===== src/hdl/idhs_pkg.sv =====
// shared types and constants for the idle depth hint selector
package idhs_pkg;

    localparam int NUM_CPUS       = 8;
    localparam int MAX_STATES     = 8;
    localparam int IDLE_STEP_US   = 500;
    localparam int CPU_IDX_W      = (NUM_CPUS > 1) ? $clog2(NUM_CPUS) : 1;

    localparam int DATA_W    = 32;
    localparam int CPU_W     = 3;
    localparam int IDX_W     = 3;
    localparam int NIB_W     = 4;
    localparam int HINT_W    = 8;
    localparam int STEP_W    = 9;
    localparam int ITER_W    = 6;
    localparam int PROD_W    = STEP_W + NIB_W;
    localparam int APB_ADDR_W = 3;

    localparam logic [STEP_W-1:0] STEP_NORMAL = STEP_W'(IDLE_STEP_US);
    localparam logic [STEP_W-1:0] STEP_SAVING = STEP_W'(IDLE_STEP_US / 4);
    localparam logic [ITER_W-1:0] ITERS_FULL  = ITER_W'(DATA_W);
    localparam logic [ITER_W-1:0] ITERS_SUB   = ITER_W'(PROD_W);
    localparam logic [ITER_W-1:0] ITERS_LAST  = ITER_W'(1);

    localparam logic OP_CHOOSE = 1'b0;
    localparam logic OP_REPORT = 1'b1;

    localparam logic REG_POWER_SAVING = 1'b0;
    localparam logic REG_DESCRIPTOR   = 1'b1;

    typedef struct packed {
        logic              power_saving;
        logic [DATA_W-1:0] descriptor;
    } cfg_t;

    typedef struct packed {
        logic              start;
        logic [DATA_W-1:0] dividend;
        logic [STEP_W-1:0] divisor;
        logic [ITER_W-1:0] iters;
    } div_req_t;

    typedef struct packed {
        logic              done;
        logic [DATA_W-1:0] quotient;
        logic [STEP_W-1:0] remainder;
    } div_rsp_t;

endpackage


===== src/hdl/idhs_if.sv =====
// request and result channel interfaces
interface idhs_req_if;
    logic                        valid;
    logic                        ready;
    logic                        operation;
    logic [idhs_pkg::CPU_W-1:0]  cpu;
    logic [idhs_pkg::DATA_W-1:0] slept_time;

    modport source (output valid, output operation, output cpu, output slept_time,
                    input ready);
    modport sink   (input valid, input operation, input cpu, input slept_time,
                    output ready);
endinterface

interface idhs_rsp_if;
    logic                        valid;
    logic                        ready;
    logic [idhs_pkg::HINT_W-1:0] hint;
    logic [idhs_pkg::IDX_W-1:0]  state_index;
    logic [idhs_pkg::NIB_W-1:0]  substate;
    logic [idhs_pkg::DATA_W-1:0] average_idle;
    logic                        no_states;

    modport source (output valid, output hint, output state_index, output substate,
                    output average_idle, output no_states, input ready);
    modport sink   (input valid, input hint, input state_index, input substate,
                    input average_idle, input no_states, output ready);
endinterface


===== src/hdl/idhs_cfg.sv =====
// apb configuration registers
module idhs_cfg
(
    input  logic                            clk,
    input  logic                            rst_n,
    input  logic                            psel,
    input  logic                            penable,
    input  logic                            pwrite,
    input  logic [idhs_pkg::APB_ADDR_W-1:0] paddr,
    input  logic [idhs_pkg::DATA_W-1:0]     pwdata,
    output logic [idhs_pkg::DATA_W-1:0]     prdata,
    output idhs_pkg::cfg_t                  cfg
);

    logic                        power_saving_reg;
    logic [idhs_pkg::DATA_W-1:0] descriptor_reg;
    logic                        reg_sel;
    logic                        wr_en;

    // word addressed: low two bits ignored
    assign reg_sel = paddr[2];
    assign wr_en   = psel && penable && pwrite;

    always_ff @(posedge clk or negedge rst_n)
    begin
        if (!rst_n)
        begin
            power_saving_reg <= 1'b0;
            descriptor_reg   <= '0;
        end
        else if (wr_en)
        begin
            unique case (reg_sel)
                idhs_pkg::REG_POWER_SAVING: power_saving_reg <= pwdata[0];
                idhs_pkg::REG_DESCRIPTOR:   descriptor_reg   <= pwdata;
                default:                    power_saving_reg <= power_saving_reg;
            endcase
        end
    end

    always_comb
    begin
        unique case (reg_sel)
            idhs_pkg::REG_POWER_SAVING: prdata = {{(idhs_pkg::DATA_W-1){1'b0}}, power_saving_reg};
            idhs_pkg::REG_DESCRIPTOR:   prdata = descriptor_reg;
            default:                    prdata = '0;
        endcase
    end

    assign cfg.power_saving = power_saving_reg;
    assign cfg.descriptor   = descriptor_reg;

endmodule


===== src/hdl/idhs_div.sv =====
// shared restoring divider, one quotient bit per cycle
module idhs_div
(
    input  logic               clk,
    input  logic               rst_n,
    input  idhs_pkg::div_req_t req,
    output idhs_pkg::div_rsp_t rsp
);

    logic                        active_reg;
    logic                        done_reg;
    logic [idhs_pkg::ITER_W-1:0] cnt_reg;
    logic [idhs_pkg::DATA_W-1:0] dvd_reg;
    logic [idhs_pkg::DATA_W-1:0] quo_reg;
    logic [idhs_pkg::STEP_W-1:0] rem_reg;
    logic [idhs_pkg::STEP_W-1:0] divisor_reg;
    logic [idhs_pkg::STEP_W:0]   trial;
    logic                        fits;

    assign trial = {rem_reg, dvd_reg[idhs_pkg::DATA_W-1]};
    assign fits  = trial >= {1'b0, divisor_reg};

    always_ff @(posedge clk or negedge rst_n)
    begin
        if (!rst_n)
        begin
            active_reg <= 1'b0;
            done_reg   <= 1'b0;
            cnt_reg    <= '0;
        end
        else
        begin
            done_reg <= !req.start && active_reg && (cnt_reg == idhs_pkg::ITERS_LAST);
            if (req.start)
            begin
                active_reg <= 1'b1;
                cnt_reg    <= req.iters;
            end
            else if (active_reg)
            begin
                cnt_reg <= cnt_reg - 1'b1;
                if (cnt_reg == idhs_pkg::ITERS_LAST)
                begin
                    active_reg <= 1'b0;
                end
            end
        end
    end

    always_ff @(posedge clk)
    begin
        if (req.start)
        begin
            dvd_reg     <= req.dividend;
            divisor_reg <= req.divisor;
            quo_reg     <= '0;
            rem_reg     <= '0;
        end
        else if (active_reg)
        begin
            dvd_reg <= {dvd_reg[idhs_pkg::DATA_W-2:0], 1'b0};
            quo_reg <= {quo_reg[idhs_pkg::DATA_W-2:0], fits};
            rem_reg <= fits ? idhs_pkg::STEP_W'(trial - {1'b0, divisor_reg})
                            : trial[idhs_pkg::STEP_W-1:0];
        end
    end

    assign rsp.done      = done_reg;
    assign rsp.quotient  = quo_reg;
    assign rsp.remainder = rem_reg;

endmodule


===== src/hdl/idle_depth_hint_selector_unit.sv =====
// idle depth hint selector: top level with sequencer and per-cpu averages
// choose: a full 32-bit pass and a 13-bit pass through the shared divider, plus
//   sequencing; no states listed: straight to the result without the divider
// report: one 33-bit add and halve
// one item at a time; a new item is taken while a result waits
// reset: asynchronous active low, clears averages, configuration registers and control
module idle_depth_hint_selector_unit
(
    input  logic                            clk,
    input  logic                            rst_n,
    input  logic                            psel,
    input  logic                            penable,
    input  logic                            pwrite,
    input  logic [idhs_pkg::APB_ADDR_W-1:0] paddr,
    input  logic [idhs_pkg::DATA_W-1:0]     pwdata,
    output logic [idhs_pkg::DATA_W-1:0]     prdata,
    output logic                            pready,
    idhs_req_if.sink                        req,
    idhs_rsp_if.source                      rsp
);

    typedef enum logic [6:0] {
        S_IDLE  = 7'b0000001,
        S_LOADQ = 7'b0000010,
        S_DIVQ  = 7'b0000100,
        S_LOADS = 7'b0001000,
        S_DIVS  = 7'b0010000,
        S_UPD   = 7'b0100000,
        S_DONE  = 7'b1000000
    } state_t;

    state_t state_reg, state_next;

    idhs_pkg::cfg_t     cfg;
    idhs_pkg::div_req_t div_req;
    idhs_pkg::div_rsp_t div_rsp;

    logic [idhs_pkg::DATA_W-1:0]    avg_mem_reg [idhs_pkg::NUM_CPUS];
    logic [idhs_pkg::DATA_W-1:0]    avg_cur_reg;
    logic [idhs_pkg::DATA_W-1:0]    slept_reg;
    logic [idhs_pkg::CPU_IDX_W-1:0] cpu_idx_reg;
    logic                           cpu_ok_reg;
    logic [idhs_pkg::IDX_W-1:0]     idx_reg;
    logic [idhs_pkg::NIB_W-1:0]     sub_reg;
    logic [idhs_pkg::STEP_W-1:0]    rem_reg;

    logic                           rsp_valid_reg;
    logic [idhs_pkg::HINT_W-1:0]    hint_reg;
    logic [idhs_pkg::IDX_W-1:0]     out_idx_reg;
    logic [idhs_pkg::NIB_W-1:0]     out_sub_reg;
    logic [idhs_pkg::DATA_W-1:0]    out_avg_reg;
    logic                           out_none_reg;

    logic                           accept;
    logic                           out_free;
    logic [idhs_pkg::CPU_IDX_W-1:0] cpu_idx;
    logic                           cpu_ok;
    logic [idhs_pkg::IDX_W-1:0]     state_cnt;
    logic [idhs_pkg::IDX_W-1:0]     last_idx;
    logic [idhs_pkg::NIB_W-1:0]     nib;
    logic [idhs_pkg::NIB_W-1:0]     sel_count;
    logic [idhs_pkg::STEP_W-1:0]    step;
    logic [idhs_pkg::PROD_W-1:0]    prod;
    logic [idhs_pkg::DATA_W:0]      sum;

    idhs_cfg u_cfg
    (
        .clk     (clk),
        .rst_n   (rst_n),
        .psel    (psel),
        .penable (penable),
        .pwrite  (pwrite),
        .paddr   (paddr),
        .pwdata  (pwdata),
        .prdata  (prdata),
        .cfg     (cfg)
    );

    idhs_div u_div
    (
        .clk   (clk),
        .rst_n (rst_n),
        .req   (div_req),
        .rsp   (div_rsp)
    );

    assign pready = 1'b1;

    assign accept   = req.valid && req.ready;
    assign out_free = !rsp_valid_reg || rsp.ready;
    assign cpu_idx  = idhs_pkg::CPU_IDX_W'(req.cpu);
    assign cpu_ok   = 32'(req.cpu) < 32'(idhs_pkg::NUM_CPUS);
    assign step     = cfg.power_saving ? idhs_pkg::STEP_SAVING : idhs_pkg::STEP_NORMAL;
    assign last_idx = state_cnt - 1'b1;
    assign prod     = idhs_pkg::PROD_W'(rem_reg) * idhs_pkg::PROD_W'(sel_count);
    assign sum      = {1'b0, avg_cur_reg} + {1'b0, slept_reg};

    // compact the nonzero nibbles above nibble 0 and pick the count at the chosen index
    always_comb
    begin
        state_cnt = '0;
        sel_count = '0;
        nib       = '0;
        for (int i = 1; i < idhs_pkg::MAX_STATES; i++)
        begin
            nib = cfg.descriptor[idhs_pkg::NIB_W*i +: idhs_pkg::NIB_W];
            if (nib != '0)
            begin
                if (state_cnt == idx_reg)
                begin
                    sel_count = nib;
                end
                state_cnt = state_cnt + 1'b1;
            end
        end
    end

    always_comb
    begin
        div_req.start    = 1'b0;
        div_req.dividend = avg_cur_reg;
        div_req.divisor  = step;
        div_req.iters    = idhs_pkg::ITERS_FULL;
        if (state_reg == S_LOADQ)
        begin
            div_req.start = 1'b1;
        end
        else if (state_reg == S_LOADS)
        begin
            // left-align the product so only its bits are walked
            div_req.start    = 1'b1;
            div_req.dividend = {prod, {(idhs_pkg::DATA_W-idhs_pkg::PROD_W){1'b0}}};
            div_req.iters    = idhs_pkg::ITERS_SUB;
        end
    end

    always_comb
    begin
        state_next = state_reg;
        unique case (state_reg)
            S_IDLE:
            begin
                if (accept)
                begin
                    if (req.operation == idhs_pkg::OP_REPORT)
                    begin
                        state_next = S_UPD;
                    end
                    else if (state_cnt == '0)
                    begin
                        state_next = S_DONE;
                    end
                    else
                    begin
                        state_next = S_LOADQ;
                    end
                end
            end
            S_LOADQ: state_next = S_DIVQ;
            S_DIVQ:  if (div_rsp.done) state_next = S_LOADS;
            S_LOADS: state_next = S_DIVS;
            S_DIVS:  if (div_rsp.done) state_next = S_DONE;
            S_UPD:   state_next = S_DONE;
            S_DONE:  if (out_free) state_next = S_IDLE;
            default: state_next = S_IDLE;
        endcase
    end

    assign req.ready = (state_reg == S_IDLE);

    always_ff @(posedge clk or negedge rst_n)
    begin
        if (!rst_n)
        begin
            state_reg     <= S_IDLE;
            rsp_valid_reg <= 1'b0;
            for (int i = 0; i < idhs_pkg::NUM_CPUS; i++)
            begin
                avg_mem_reg[i] <= '0;
            end
        end
        else
        begin
            state_reg <= state_next;
            if (state_reg == S_UPD && cpu_ok_reg)
            begin
                avg_mem_reg[cpu_idx_reg] <= sum[idhs_pkg::DATA_W:1];
            end
            if (state_reg == S_DONE && out_free)
            begin
                rsp_valid_reg <= 1'b1;
            end
            else if (rsp.ready)
            begin
                rsp_valid_reg <= 1'b0;
            end
        end
    end

    always_ff @(posedge clk)
    begin
        if (accept)
        begin
            avg_cur_reg <= cpu_ok ? avg_mem_reg[cpu_idx] : '0;
            slept_reg   <= req.slept_time;
            cpu_idx_reg <= cpu_idx;
            cpu_ok_reg  <= cpu_ok;
            idx_reg     <= '0;
            sub_reg     <= '0;
        end
        if (state_reg == S_DIVQ && div_rsp.done)
        begin
            idx_reg <= (div_rsp.quotient < 32'(last_idx)) ?
                       div_rsp.quotient[idhs_pkg::IDX_W-1:0] : last_idx;
            rem_reg <= div_rsp.remainder;
        end
        if (state_reg == S_DIVS && div_rsp.done)
        begin
            sub_reg <= div_rsp.quotient[idhs_pkg::NIB_W-1:0];
        end
        if (state_reg == S_UPD && cpu_ok_reg)
        begin
            avg_cur_reg <= sum[idhs_pkg::DATA_W:1];
        end
        if (state_reg == S_DONE && out_free)
        begin
            hint_reg     <= {1'b0, idx_reg, sub_reg};
            out_idx_reg  <= idx_reg;
            out_sub_reg  <= sub_reg;
            out_avg_reg  <= avg_cur_reg;
            out_none_reg <= (state_cnt == '0);
        end
    end

    assign rsp.valid        = rsp_valid_reg;
    assign rsp.hint         = hint_reg;
    assign rsp.state_index  = out_idx_reg;
    assign rsp.substate     = out_sub_reg;
    assign rsp.average_idle = out_avg_reg;
    assign rsp.no_states    = out_none_reg;

endmodule

===== src/flat_wrapper.sv =====
// flat-port wrapper written by rule: the top's interface ports become plain ports
module idle_depth_hint_selector_unit_flat 
  (clk, rst_n, psel, penable, pwrite, paddr, pwdata, prdata, pready, req_valid, req_operation, req_cpu, req_slept_time, req_ready, rsp_valid, rsp_hint, rsp_state_index, rsp_substate, rsp_average_idle, rsp_no_states, rsp_ready);
  idhs_req_if req_i ();
  idhs_rsp_if rsp_i ();
  input  logic clk;
  input  logic rst_n;
  input  logic psel;
  input  logic penable;
  input  logic pwrite;
  input  logic [idhs_pkg::APB_ADDR_W-1:0] paddr;
  input  logic [idhs_pkg::DATA_W-1:0] pwdata;
  output logic [idhs_pkg::DATA_W-1:0] prdata;
  output logic pready;
  input wire logic [$bits(req_i.valid)-1:0] req_valid;
  input wire logic [$bits(req_i.operation)-1:0] req_operation;
  input wire logic [$bits(req_i.cpu)-1:0] req_cpu;
  input wire logic [$bits(req_i.slept_time)-1:0] req_slept_time;
  output wire logic [$bits(req_i.ready)-1:0] req_ready;
  output wire logic [$bits(rsp_i.valid)-1:0] rsp_valid;
  output wire logic [$bits(rsp_i.hint)-1:0] rsp_hint;
  output wire logic [$bits(rsp_i.state_index)-1:0] rsp_state_index;
  output wire logic [$bits(rsp_i.substate)-1:0] rsp_substate;
  output wire logic [$bits(rsp_i.average_idle)-1:0] rsp_average_idle;
  output wire logic [$bits(rsp_i.no_states)-1:0] rsp_no_states;
  input wire logic [$bits(rsp_i.ready)-1:0] rsp_ready;
  assign req_i.valid = req_valid;
  assign req_i.operation = req_operation;
  assign req_i.cpu = req_cpu;
  assign req_i.slept_time = req_slept_time;
  assign req_ready = req_i.ready;
  assign rsp_valid = rsp_i.valid;
  assign rsp_hint = rsp_i.hint;
  assign rsp_state_index = rsp_i.state_index;
  assign rsp_substate = rsp_i.substate;
  assign rsp_average_idle = rsp_i.average_idle;
  assign rsp_no_states = rsp_i.no_states;
  assign rsp_i.ready = rsp_ready;
  idle_depth_hint_selector_unit u_core (.clk(clk), .rst_n(rst_n), .psel(psel), .penable(penable), .pwrite(pwrite), .paddr(paddr), .pwdata(pwdata), .prdata(prdata), .pready(pready), .req(req_i), .rsp(rsp_i));
endmodule

===== config.mk =====
export PLATFORM = sky130hd
export DESIGN_NAME = idle_depth_hint_selector_unit_flat
export DESIGN_NICKNAME = d
export VERILOG_FILES = /design/src/hdl/idhs_pkg.sv /design/src/hdl/idhs_if.sv /design/src/hdl/idhs_cfg.sv /design/src/hdl/idhs_div.sv /design/src/hdl/idle_depth_hint_selector_unit.sv /design/src/flat_wrapper.sv
export SDC_FILE = /design/constraint.sdc
export NUM_CORES = 1
export LEC_CHECK = 0
export BUFFER_PORTS_ARGS = -buffer_cell sky130_fd_sc_hd__buf_2
export CORE_MARGIN = 5
export CORE_UTILIZATION = 61
export DETAILED_ROUTE_END_ITERATION = 7
export MAX_ROUTING_LAYER = met4
export PLACE_DENSITY_LB_ADDON = 0.05
export SYNTH_ARGS = -nofsm -noshare
export SYNTH_HDL_FRONTEND = slang
export SYNTH_SLANG_ARGS = --single-unit

===== constraint.sdc =====
create_clock -name clk -period 9.65 [get_ports clk]
set_clock_uncertainty 0.15 [all_clocks]
set_input_delay 1.4475 -clock clk [delete_from_list [all_inputs] [get_ports clk]]
set_output_delay 1.4475 -clock clk [all_outputs]
set_load 0.05 [all_outputs]

==> results.md, run 1 <==
- Outcome: complete, no violations
- Unique masters post-synth: 70
- # Post-CTS Setup Buffers: 0
- Max-Cap Viols: 0
- Grt total ovfl: 0
- Gr usage total: 0.2525
- Final Instance Area: roughly 27000 µm²
- Initial drt markers: about 1200
- Critical path arrival: roughly 8.3 ns
- Post-synthesis sequential area ratio: 0.5499
- CORE AREA: 38740 µm²
- Crit Path Category: register to register
- Final ANT Viol Nets: 0
- Syn Nets: 2227
- Post-CTS resize count: 0
- Worst skew pair latency: a little under 0.6 ns
- Die area: 43320 µm²
- Clock transition at path regs: roughly 0.060 ns
- Final Slew Violations: 0
- Root Driver: clkbuf_16
- Placed insts: around 2600
- Number of global-route vias before repair: about 16000
- Post-synth EDFFs: about 160
- Setup tns final: 0 ns
- I/O pins: between 150 and 200
- Initial antenna violation count: 0
- Post-synth ARST share: 0.6064
- Total power: a little under 10000 µW
- Critical Path RT: a little under 10 ns
- CP Launch Type: register
- Fin crit share: 0.8491
- Final hold viol count: 0
- Clk buf depth: 3
- # DRC: 0
- Per-cell routed wire length: between 15 and 20 µm
- TritonCTS clock tree: yes
- Die X: about 210 µm
- # hold bufs at CTS: 0
- Mean post-synth cell area: approximately 12 µm²
- Crit. End Element: register
- Initial cell density of the core: 0.6182
- H-tree depth: 2
- Area Overhead vs Synth: 12.13%
- CTS Sinks: about 500
- CP max FO: 9
- GP Congestion: ~0.9
- Synth Flop Type: dfrtp_1
- Vias after detailed routing: ~16000
- Pwr Density: between 300 and 400 nW/µm²
- Relative slew margins: 0.2003
- DP HPWL: approximately 34 mm
- Fmax: 0.1220 GHz
- First-pass GRT wire length: 86.06 mm
- IO buf count: between 150 and 200
- Ys Warns: 0
- Pin count of the biggest net entering global routing: 124
- Row cnt: 72
- Tmin final: around 8.2 ns
- CTS buffer count: 51
- Number of synthesized register bits: about 500
- Largest register FFs: 256
- Hold crit path type: register to register
- NumNets Final: 2341
- DR vias/cell: ~5.8
- Die Height: 208.1 µm
- Max VDD drop: approximately 0.18 mV
- Fin cells: roughly 2700
- RSZ-0062 raised after global routing: no
- Placed Area: ~25000 µm²
- Post-synthesis cell count: 2069
- Layout cells sized above 1: 0.2032
- Detailed Route WL: 52.87 mm
- Antenna diode count: 0
- Setup violators final: 0
- P_leak: 0.01193 µW
- Slew @ Worst Pin: about 1.2 ns
- Hold Worst Slack: approximately 0.28 ns
- Syn Std Cell Area: around 24000 µm²
- Initial DRT Pass Iterations: 5
[cell type report]
cell class,instances,area [µm²]
timing repair buffer,177,950.9
clock buffer,83,1634
fill,2838,11890
multi-input combinational,1395,10150
tap,518,648.1
sequential,503,13170
inverter,55,206.4
clock inverter,11,93.84
[kinds of logic (layout without fill, tap and decap cells)]
| group | count (synthesis) | after routing | share of synthesized area |
|---|---|---|---|
| simple gates | 581 | 581 | 0.1102 |
| flops | 503 | 503 | 0.5499 |
| compound gates | 436 | 436 | 0.1033 |
| mux | 227 | 227 | 0.1353 |
| buf+inv | 171 | 326 | 0.02832 |
| fa+ha+maj | 80 | 80 | 0.04650 |
| xor+xnor | 69 | 69 | 0.02612 |
| other cells | 2 | 2 | 0.0003136 |
[path summary, 6_finish.rpt]
path / startpoint / endpoint / slack, ns / cells past startpoint
max: u_core.u_cfg.descriptor_reg[9] / u_core.u_div.dvd_reg[31] / 1.46 / 27
min: u_core.sub_reg[1] / u_core.rsp.substate[1] / 0.28 / 0
max reg2reg: u_core.u_cfg.descriptor_reg[9] / u_core.u_div.dvd_reg[31] / 1.46 / 27
min reg2reg: u_core.sub_reg[1] / u_core.rsp.substate[1] / 0.28 / 0
max in group asynchronous: rst_n / u_core.u_div.active_reg / 6.42 / 3
min in group asynchronous: rst_n / u_core.avg_mem_reg[43] / 0.83 / 1
[metrics by stage]
stage               setup slack, ns    util
floorplan                     1.938       -
global placement              1.584  0.6486
detailed placement            1.486  0.6486
CTS                           1.427  0.6932
global route                 0.9804  0.6932
finish                        1.457  0.6932
[worst max-delay path, cell delays in order, from the launching register on]
cell	delay [ns]
dfrtp_1	0.40
or4_1	0.63
ha_1	0.44
xnor2_1	0.18
ha_1	0.32
mux2_4	0.29
ha_1	0.28
mux2_4	0.29
ha_1	0.27
mux2_4	0.30
xor2_2	0.16
nor4_4	0.49
mux2_4	0.40
and2_1	0.19
fa_1	0.54
inv_1	0.06
fa_1	0.52
inv_1	0.04
ha_1	0.32
nor2b_1	0.14
o21ai_0	0.22
a21oi_1	0.11
o21ai_0	0.15
nand2b_1	0.13
a2111o_1	0.43
a31oi_1	0.20
xor2_1	0.16
o21ai_0	0.10
[synth_stat cells (all sizes together), types with 4 or more instances]
master / number / area, µm²
nand2: 326 / 1224
dfrtp: 304 / 7607
o21ai: 298 / 1491
edfxtp: 157 / 4715
mux2: 112 / 1287
clkbuf: 99 / 371.6
nor2: 84 / 315.3
ha: 65 / 813.3
mux4: 64 / 1441
and2: 62 / 387.9
inv: 55 / 206.4
mux2i: 51 / 510.5
a21oi: 41 / 205.2
dfxtp: 41 / 820.8
xnor2: 40 / 350.3
xor2: 28 / 252.8
nor4: 22 / 167.7
a22o: 19 / 166.4
nand3: 19 / 95.09
a21o: 17 / 127.6
buf: 17 / 100.1
a211oi: 15 / 112.6
fa: 15 / 300.3
nand4: 12 / 75.07
nor2b: 11 / 68.82
nor3: 9 / 45.04
nand2b: 7 / 43.79
o21bai: 7 / 52.55
a31oi: 5 / 31.28
or4: 5 / 37.54
a21boi: 4 / 30.03
a221o: 4 / 40.04
and3: 4 / 25.02
nor3b: 4 / 30.03
or3: 4 / 25.02
[layout by cell type, fill, tap and decap left out, types with 11 or more instances in the layout]
cell type,synthesis,routed
nand2_1,326,323
inv_1,54,54
buf_4,9,22
ha_1,65,65
a21o_1,17,17
buf_2,2,154
edfxtp_1,157,157
nand4_1,12,12
clkbuf_16,0,57
clkbuf_1,99,15
mux4_2,64,64
nand3_1,19,15
mux2i_1,51,51
o21ai_0,297,297
fa_1,15,15
a21oi_1,41,41
a22o_1,19,19
a211oi_1,15,15
xor2_1,27,27
and2_1,62,62
dfrtp_1,304,303
dfxtp_1,41,41
clkbuf_8,0,11
nor2_1,84,83
nor4_1,20,20
mux2_2,105,105
xnor2_1,40,40
[per-layer routing]
metal / track usage / vias to the layer above / part of all wire
met4: 0.05504 / 0 / 0.017
met1: 0.3775 / 7917 / 0.47
li1: - / 7604 / -
met5: - / - / 0
met2: 0.3734 / 380 / 0.45
met3: 0.04037 / 76 / 0.062
[where the power goes]
part | internal, µW | switching, µW | total [µW]
combinational | 1700 | 2450 | 4150
clock | 1190 | 803 | 1990
sequential | 3150 | 507 | 3660
(Power assumes the default switching activity.)
==> run 2: changes to the inputs <==
- clock period: 9.65 -> 7.62 ns (I/O delays scaled with it)
==> run 2 against run 1 <==
  * First-iteration DRC count rose by 8.5%
  * Die area did not move
  * Cell count rose by 1.1%
  * Via count rose by 2.3%
  * Utilization rose by 0.93 points
  * Non-clock buffer count rose by 28
  * Final area rose by 1.3%
  * Power rose by 32%
  * Register-to-register slack got worse by 1.2 ns
  * Sequential cell count did not move
==> results.md, run 2 (synthesis results as in run 1) <==
- Max-Cap Viols: 0 (unchanged)
- Clk pwr share: 0.201 (-0.002)
- Delay-heaviest family, CP: adder cells
- Fillers: 2830 (-0.28%)
- DR vias/cell: 5.894 (+1.1%)
- Die area: 43320 µm² (unchanged)
- Per-cell routed wire length: 19.72 µm (+2.3%)
- Pin count of the biggest net entering global routing: 176 (+42%)
- Worst hold path startpoint: u_core.sub_reg[2]
- Area Overhead vs Synth: 13.64%
- Outcome: complete, no violations
- CORE AREA: 38740 µm² (unchanged)
- Clock transition at path regs: 0.06 ns (about the same)
- Commonest cells after routing, fill and taps aside: nand2_1 (323), dfrtp_1 (303), o21ai_0 (294)
- Die Height: 208.1 µm (unchanged)
- GP Congestion: 0.8873 (-0.35%)
- Gr usage total: 0.2593 (+0.006852)
- Final hold viol count: 0 (unchanged)
- Placed insts: 2668 (+0.76%)
- Placed Area: 25290 µm² (+0.65%)
- First-pass GRT wire length: 88.22 mm (+2.5%)
- CP bufs+invs: 5 (+3)
- Final Instance Area: 27210 µm² (+1.3%)
- Number of global-route vias before repair: 16050 (+2.1%)
- Crit. End Element: register
- Switching share of power: 0.3847 (+0.001195)
- R2R cell count: 30 (+11%)
- CP max stage delay: 0.57 ns (-0.06 ns)
- Largest register FFs: 256 (unchanged)
- Critical path arrival: 7.56 ns (-0.78 ns)
- CTS buffer count: 51 (unchanged)
- IO buf count: 156 (unchanged)
- Initial DRT Pass Iterations: 5 (unchanged)
- CP max FO: 8 (-1)
- Setup tns final: 0 ns (unchanged)
- Slew @ Worst Pin: 1.246 ns (+0.04866 ns)
- Fmax: 0.1353 GHz (+11%)
- Root Driver: clkbuf_16
- Relative slew margins: 0.1678 (-0.03251)
- Setup ws final: 0.2313 ns (-1.225 ns)
- NetSw: 4979 µW (+32%)
- Hold crit path type: register to register
- TritonCTS clock tree: yes
- Initial drt markers: 1256 (+8.5%)
- Hold Path Sink: u_core.rsp.substate[2]
- Reg-to-Reg End: u_core.u_div.dvd_reg[30]
- Die X: 208.1 µm (unchanged)
- CTS Sinks: 503 (unchanged)
- Int Pwr: 7962 µW (+32%)
- Clk buf depth: 3 (unchanged)
- Fin cells: 2772 (+1.1%)
- Vias after detailed routing: 16340 (+2.3%)
- # hold bufs at CTS: 0 (unchanged)
- Final ANT Viol Nets: 0 (unchanged)
- Hold depth: 0 (unchanged)
- NumNets Final: 2369 (+1.2%)
- DP HPWL: 35.52 mm (+3.7%)
- Row cnt: 72 (unchanged)
- Most common cell after layout, fill and taps aside: nand2_1
- Max VDD drop: 0.2443 mV (+36%)
- P_leak: 0.01209 µW (+1.4%)
- Worst slack, placed: -0.08632 ns (-1.573 ns)
- H-tree depth: 2 (unchanged)
- I/O pins: 161 (unchanged)
- Final Slew Violations: 0 (unchanged)
- CP Launch Type: register
- Pwr Density: 475.6 nW/µm² (+30%)
- Slowest cell on crit path: or4_4
- Tmin final: 7.389 ns (-0.8047 ns)
- Initial cell density of the core: 0.6182 (unchanged)
- Layout cells sized above 1: 0.2215 (+0.01825)
- Critical Path RT: 7.79 ns (-2.01 ns)
- Crit Path Category: register to register
- Initial antenna violation count: 0 (unchanged)
- Setup violators final: 0 (unchanged)
- Combinational power share: 0.441 (+0.017)
- # DRC: 0 (unchanged)
- Fin crit share: 0.9697 (+0.1206)
- Sequential Power Share: 0.358 (-0.015)
- FF-to-FF setup slack: 0.23 ns (-1.23 ns)
- Detailed Route WL: 54.68 mm (+3.4%)
- Reg2reg start: u_core.u_cfg.descriptor_reg[11]
- Grt total ovfl: 0 (unchanged)
- Worst skew pair latency: 0.60 ns (+0.02 ns)
-- run 2: changes by cell type in the layout (fill, tap and decap cells not counted), sizes merged --
cell / delta
clkbuf: -8
inv: -2
bufinv: +4
diode: +1
clkinv: +5
buf: +28
clkinvlp: +2
-- run 2: area by class of cell --
| type | count | area [µm²] | area share |
|---|---|---|---|
| Clock inverter | 20 | 240.2 | 0.008828 |
| Tap cell | 518 | 648.1 | 0.02382 |
| Clock buffer | 75 | 1520 | 0.05586 |
| Inverter | 55 | 206.4 | 0.007586 |
| Antenna cell | 1 | 2.502 | 0.00009195 |
| Sequential cell | 503 | 13170 | 0.4840 |
| Multi-Input combinational cell | 1395 | 10250 | 0.3766 |
| Timing Repair Buffer | 205 | 1177 | 0.04326 |
-- run 2: through the flow --
step / util / hold WS, ns / power (µW)
3_3_place_gp: 0.6528 / 0.2533 / 9890
6_report: 0.7025 / 0.2737 / 12940
3_5_place_dp: 0.6528 / 0.2563 / 10120
4_1_cts: 0.6988 / 0.2727 / 12800
2_1_floorplan: - / 0.2503 / 8465
5_1_grt: 0.7025 / 0.2802 / 13920
-- run 2: what timing repair did --
action                     4_1_cts  5_1_grt
pin swaps                        1       13
setup endpoints to repair        3        6
buffers inserted                 2        6
resized for setup                3       19
-- run 2: how the worst max path moves through the flow --
stage | from | endpoint | cells past startpoint
CTS | u_core.u_cfg.descriptor_reg[5] | u_core.u_div.dvd_reg[31] | 28
global placement | u_core.u_cfg.descriptor_reg[5] | u_core.u_div.dvd_reg[31] | 28
floorplan | u_core.u_cfg.descriptor_reg[9] | u_core.u_div.dvd_reg[31] | 28
finish | u_core.u_cfg.descriptor_reg[11] | u_core.u_div.dvd_reg[30] | 30
detailed placement | u_core.u_cfg.descriptor_reg[5] | u_core.u_div.dvd_reg[31] | 28
global route | u_core.u_cfg.descriptor_reg[5] | u_core.u_div.dvd_reg[30] | 29
-- run 2: worst reg2reg max path, delay by kind of cell (launching register included) --
kind	cells	cell delay [ns]
AO/OA/AOI/OAI	8	1.24
XOR/XNOR	1	0.16
adder cells (fa/ha/maj)	7	2.26
buffers and inverters	5	0.56
flip-flops	1	0.38
multiplexers	6	1.47
AND/OR/NAND/NOR	3	0.87
-- run 2: power by group through the flow --
stage | combinational, µW | clock, µW | sequential, µW
6_report | 5710 | 2600 | 4630
2_1_floorplan | 3930 | 0 | 4530
3_3_place_gp | 5290 | 0 | 4600
5_1_grt | 6400 | 2770 | 4750
3_5_place_dp | 5460 | 0 | 4660
4_1_cts | 5530 | 2650 | 4620
-- run 2: metal layers --
metal  part of all wire  vias up  global-route usage  wire (µm)
met5                  0        -                   -          0
met1               0.46     8132              0.3864      25160
met4              0.019        0             0.06206       1035
met3              0.066       83             0.04187       3618
met2               0.45      445              0.3818      24860
li1                   -     7677                   -          -
==> run 3: changes to the inputs <==
- ABC_AREA: unset -> 1
- CORE_UTILIZATION: 61 -> 65
- clock period: 7.62 -> 9.5 ns (I/O delays scaled with it)
==> run 3 against run 2 <==
  * Wire length up 31%
  * Die area down 1.0%
  * Area after synthesis up 5.4%
  * Count of clock-buffer cells in the layout up 8
  * Critical endpoint is now u_core.u_div.dvd_reg[31]
  * Highest routed layer unchanged
==> results.md, run 3 <==
- Max VDD drop: 0.2150 mV (-12%)
- FF-to-FF setup slack: 2.48 ns (+2.25 ns)
- Gr usage total: 0.3361 (+0.07675)
- Unique masters post-synth: 61 (-13%)
- Setup ws final: 2.479 ns (+2.248 ns)
- Commonest cells after routing, fill and taps aside: nand2_1 (623), o21ai_0 (377), dfrtp_1 (304)
- # Post-CTS Setup Buffers: 0 (-2)
- Final Slew Violations: 0 (unchanged)
- Final Util: 0.7299 (+0.02739)
- NumNets Final: 3200 (+35%)
- Fin cells: 3603 (+30%)
- Initial antenna violation count: 0 (unchanged)
- Die X: 207.1 µm (-0.52%)
- # DRC: 0 (unchanged)
- Pin count of the biggest net entering global routing: 120 (-32%)
- Crit Path Category: register to register
- Post-synthesis sequential area ratio: 0.5217 (-0.02818)
- R2R cell count: 38 (+27%)
- Syn Nets: 3097 (+39%)
- Vias after detailed routing: 21980 (+35%)
- Hold Path Sink: u_core.rsp.substate[0]
- CP most frequent cell: nand2_1
- CORE AREA: 38560 µm² (-0.47%)
- Worst hold path startpoint: u_core.sub_reg[0]
- Fmax: 0.1424 GHz (+5.2%)
- Post-synth ARST share: 0.6064 (unchanged)
- Slew @ Worst Pin: 1.261 ns (+0.01495 ns)
- Initial drt markers: 2194 (+75%)
- Area Overhead vs Synth: 11.49%
- Most common cell after layout, fill and taps aside: nand2_1
- Outcome: complete, no violations
- Worst skew pair latency: 0.62 ns (+0.02 ns)
- P_leak: 0.01324 µW (+9.5%)
- Share of the synthesized area in the top cell type: 0.3014 (-0.01628)
- Antenna diode count: 0 (-1)
- Mean post-synth cell area: 8.589 µm² (-26%)
- Hold Worst Slack: 0.2638 ns (-0.009876 ns)
- Slowest cell on crit path: fa_1
- Initial cell density of the core: 0.6547 (+0.03644)
- Commonest cells in the netlist: nand2_1 (623), o21ai_0 (377), dfrtp_1 (304)
- IO buf count: 156 (unchanged)
- Fillers: 2988 (+5.6%)
- Seq. cell area: 13170 µm² (about the same)
- Post-synth top area cell: dfrtp_1
- Clock transition at path regs: 0.06 ns (about the same)
- DP HPWL: 46.89 mm (+32%)
- Most numerous cell in the Yosys netlist: nand2_1
- Number of global-route vias before repair: 21350 (+33%)
- Die Height: 207.1 µm (-0.52%)
- DR vias/cell: 6.102 (+3.5%)
- H-tree depth: 2 (unchanged)
- Final ANT Viol Nets: 0 (unchanged)
- Layout cells sized above 1: 0.1170 (-0.1045)
- Grt total ovfl: 0 (unchanged)
- First-pass GRT wire length: 113.7 mm (+29%)
- Reg-to-Reg End: u_core.u_div.dvd_reg[31]
- Row cnt: 72 (unchanged)
- Tmin final: 7.021 ns (-0.3675 ns)
- Final hold viol count: 0 (unchanged)
- Relative slew margins: 0.1576 (-0.01020)
- Largest register FFs: 256 (unchanged)
- CP Launch Type: register
- Clk buf depth: 3 (unchanged)
- Worst slack, placed: 2.608 ns (+2.694 ns)
- Max-Cap Viols: 0 (unchanged)
- Root Driver: clkbuf_16
- Post-synthesis cell count: 2939 (+42%)
- Post-synth EDFFs: 157 (unchanged)
- Critical path arrival: 7.28 ns (-0.28 ns)
- Synth top area cells: dfrtp_1 (30%), edfxtp_1 (19%), nand2_1 (9.3%)
- I/O pins: 161 (unchanged)
- Detailed Route WL: 71.76 mm (+31%)
- Initial DRT Pass Iterations: 6 (+1)
- CP max stage delay: 0.54 ns (-0.03 ns)
- # hold bufs at CTS: 0 (unchanged)
- Fin crit share: 0.7391 (-0.2306)
- CTS buffer count: 51 (unchanged)
- Setup tns final: 0 ns (unchanged)
- Multi-input logic area: 10420 µm² (+1.7%)
- Setup violators final: 0 (unchanged)
- Number of synthesized register bits: 503 (unchanged)
- Post-CTS resize count: 0 (-3)
- Die area: 42870 µm² (-1.0%)
- Crit. End Element: register
- Ys Warns: 0 (unchanged)
- Critical Path RT: 9.76 ns (+1.97 ns)
- Per-cell routed wire length: 19.92 µm (+0.97%)
- GP Congestion: 0.8994 (+1.4%)
- Syn Std Cell Area: 25240 µm² (+5.4%)
- Synth Flop Type: dfrtp_1
- Reg2reg start: u_core.u_cfg.descriptor_reg[5]
- CP max FO: 9 (+1)
- CTS Sinks: 503 (unchanged)
- TritonCTS clock tree: yes
- Hold crit path type: register to register
- Pwr Density: 366.1 nW/µm² (-23%)
- Placed insts: 3507 (+31%)
- RSZ-0062 raised after global routing: no
- Hold depth: 0 (unchanged)
-- run 3: changes by cell type after synthesis, moves of 71 or more --
cell     before  now
nand2_1     326  623
nor2_1       84  250
a21oi_1      41  137
nand3_1      19  232
o21ai_0     297  377
inv_1        54  280
o22ai_1       2   73
mux2_2      105   14
-- run 3: worst max-delay path by stage --
stage / startpoint / to / cells past startpoint
4_1_cts: u_core.u_cfg.descriptor_reg[5] / u_core.u_div.dvd_reg[31] / 37
3_5_place_dp: u_core.u_cfg.descriptor_reg[5] / u_core.u_div.dvd_reg[31] / 37
5_1_grt: u_core.u_cfg.descriptor_reg[5] / u_core.u_div.dvd_reg[31] / 38
2_1_floorplan: u_core.u_cfg.descriptor_reg[5] / u_core.u_div.dvd_reg[29] / 38
3_3_place_gp: u_core.u_cfg.descriptor_reg[5] / u_core.u_div.dvd_reg[31] / 37
6_report: u_core.u_cfg.descriptor_reg[5] / u_core.u_div.dvd_reg[31] / 38
-- run 3: logic make-up (layout without fill, tap and decap cells) --
group | after synthesis | after routing | share of synthesized area
buffers and inverters | 431 | 577 | 0.06603
muxes | 14 | 14 | 0.006246
other | 2 | 2 | 0.0002975
xor gates and xnor gates | 19 | 19 | 0.006890
adders and majority gates | 80 | 80 | 0.04412
DFF | 503 | 503 | 0.5217
AOI/OAI and AO/OA | 674 | 674 | 0.1470
and+or+nand+nor | 1216 | 1216 | 0.2077
-- run 3: layout make-up --
cell class / instances / share of cell area
well taps: 518 / 0.02303
inverters: 293 / 0.03912
flip-flops and latches: 503 / 0.4679
clock buffers: 83 / 0.05660
multi-input cells: 2005 / 0.3703
repair buffers: 188 / 0.03672
clock inverters: 13 / 0.006313
-- run 3: per-stage QoR --
stage	cell area (µm²)	total power (µW)
6_report	28140	10300
5_1_grt	28140	11050
3_5_place_dp	26370	8119
3_3_place_gp	26370	7961
2_1_floorplan	25240	6769
4_1_cts	28140	10250
-- run 3: worst max-delay path: cells and delay by family, from the launching register on --
kind,cells,cell delay [ns]
AOI/OAI and AO/OA,7,1.09
and+or+nand+nor,19,2.27
DFF,1,0.41
adders and majority gates,7,2.62
buffers and inverters,5,0.27
-- run 3: routing by layer --
metal | wire, µm | global-route usage
met1 | 28520 | 0.4414
met2 | 34870 | 0.5417
met3 | 6070 | 0.05204
met4 | 2299 | 0.1154
met5 | 0 | -
-- run 3: report_power, final --
part,internal (µW),switching (µW)
clock network,1230,857
logic,1450,3200
registers,3120,444
total,5800,4500
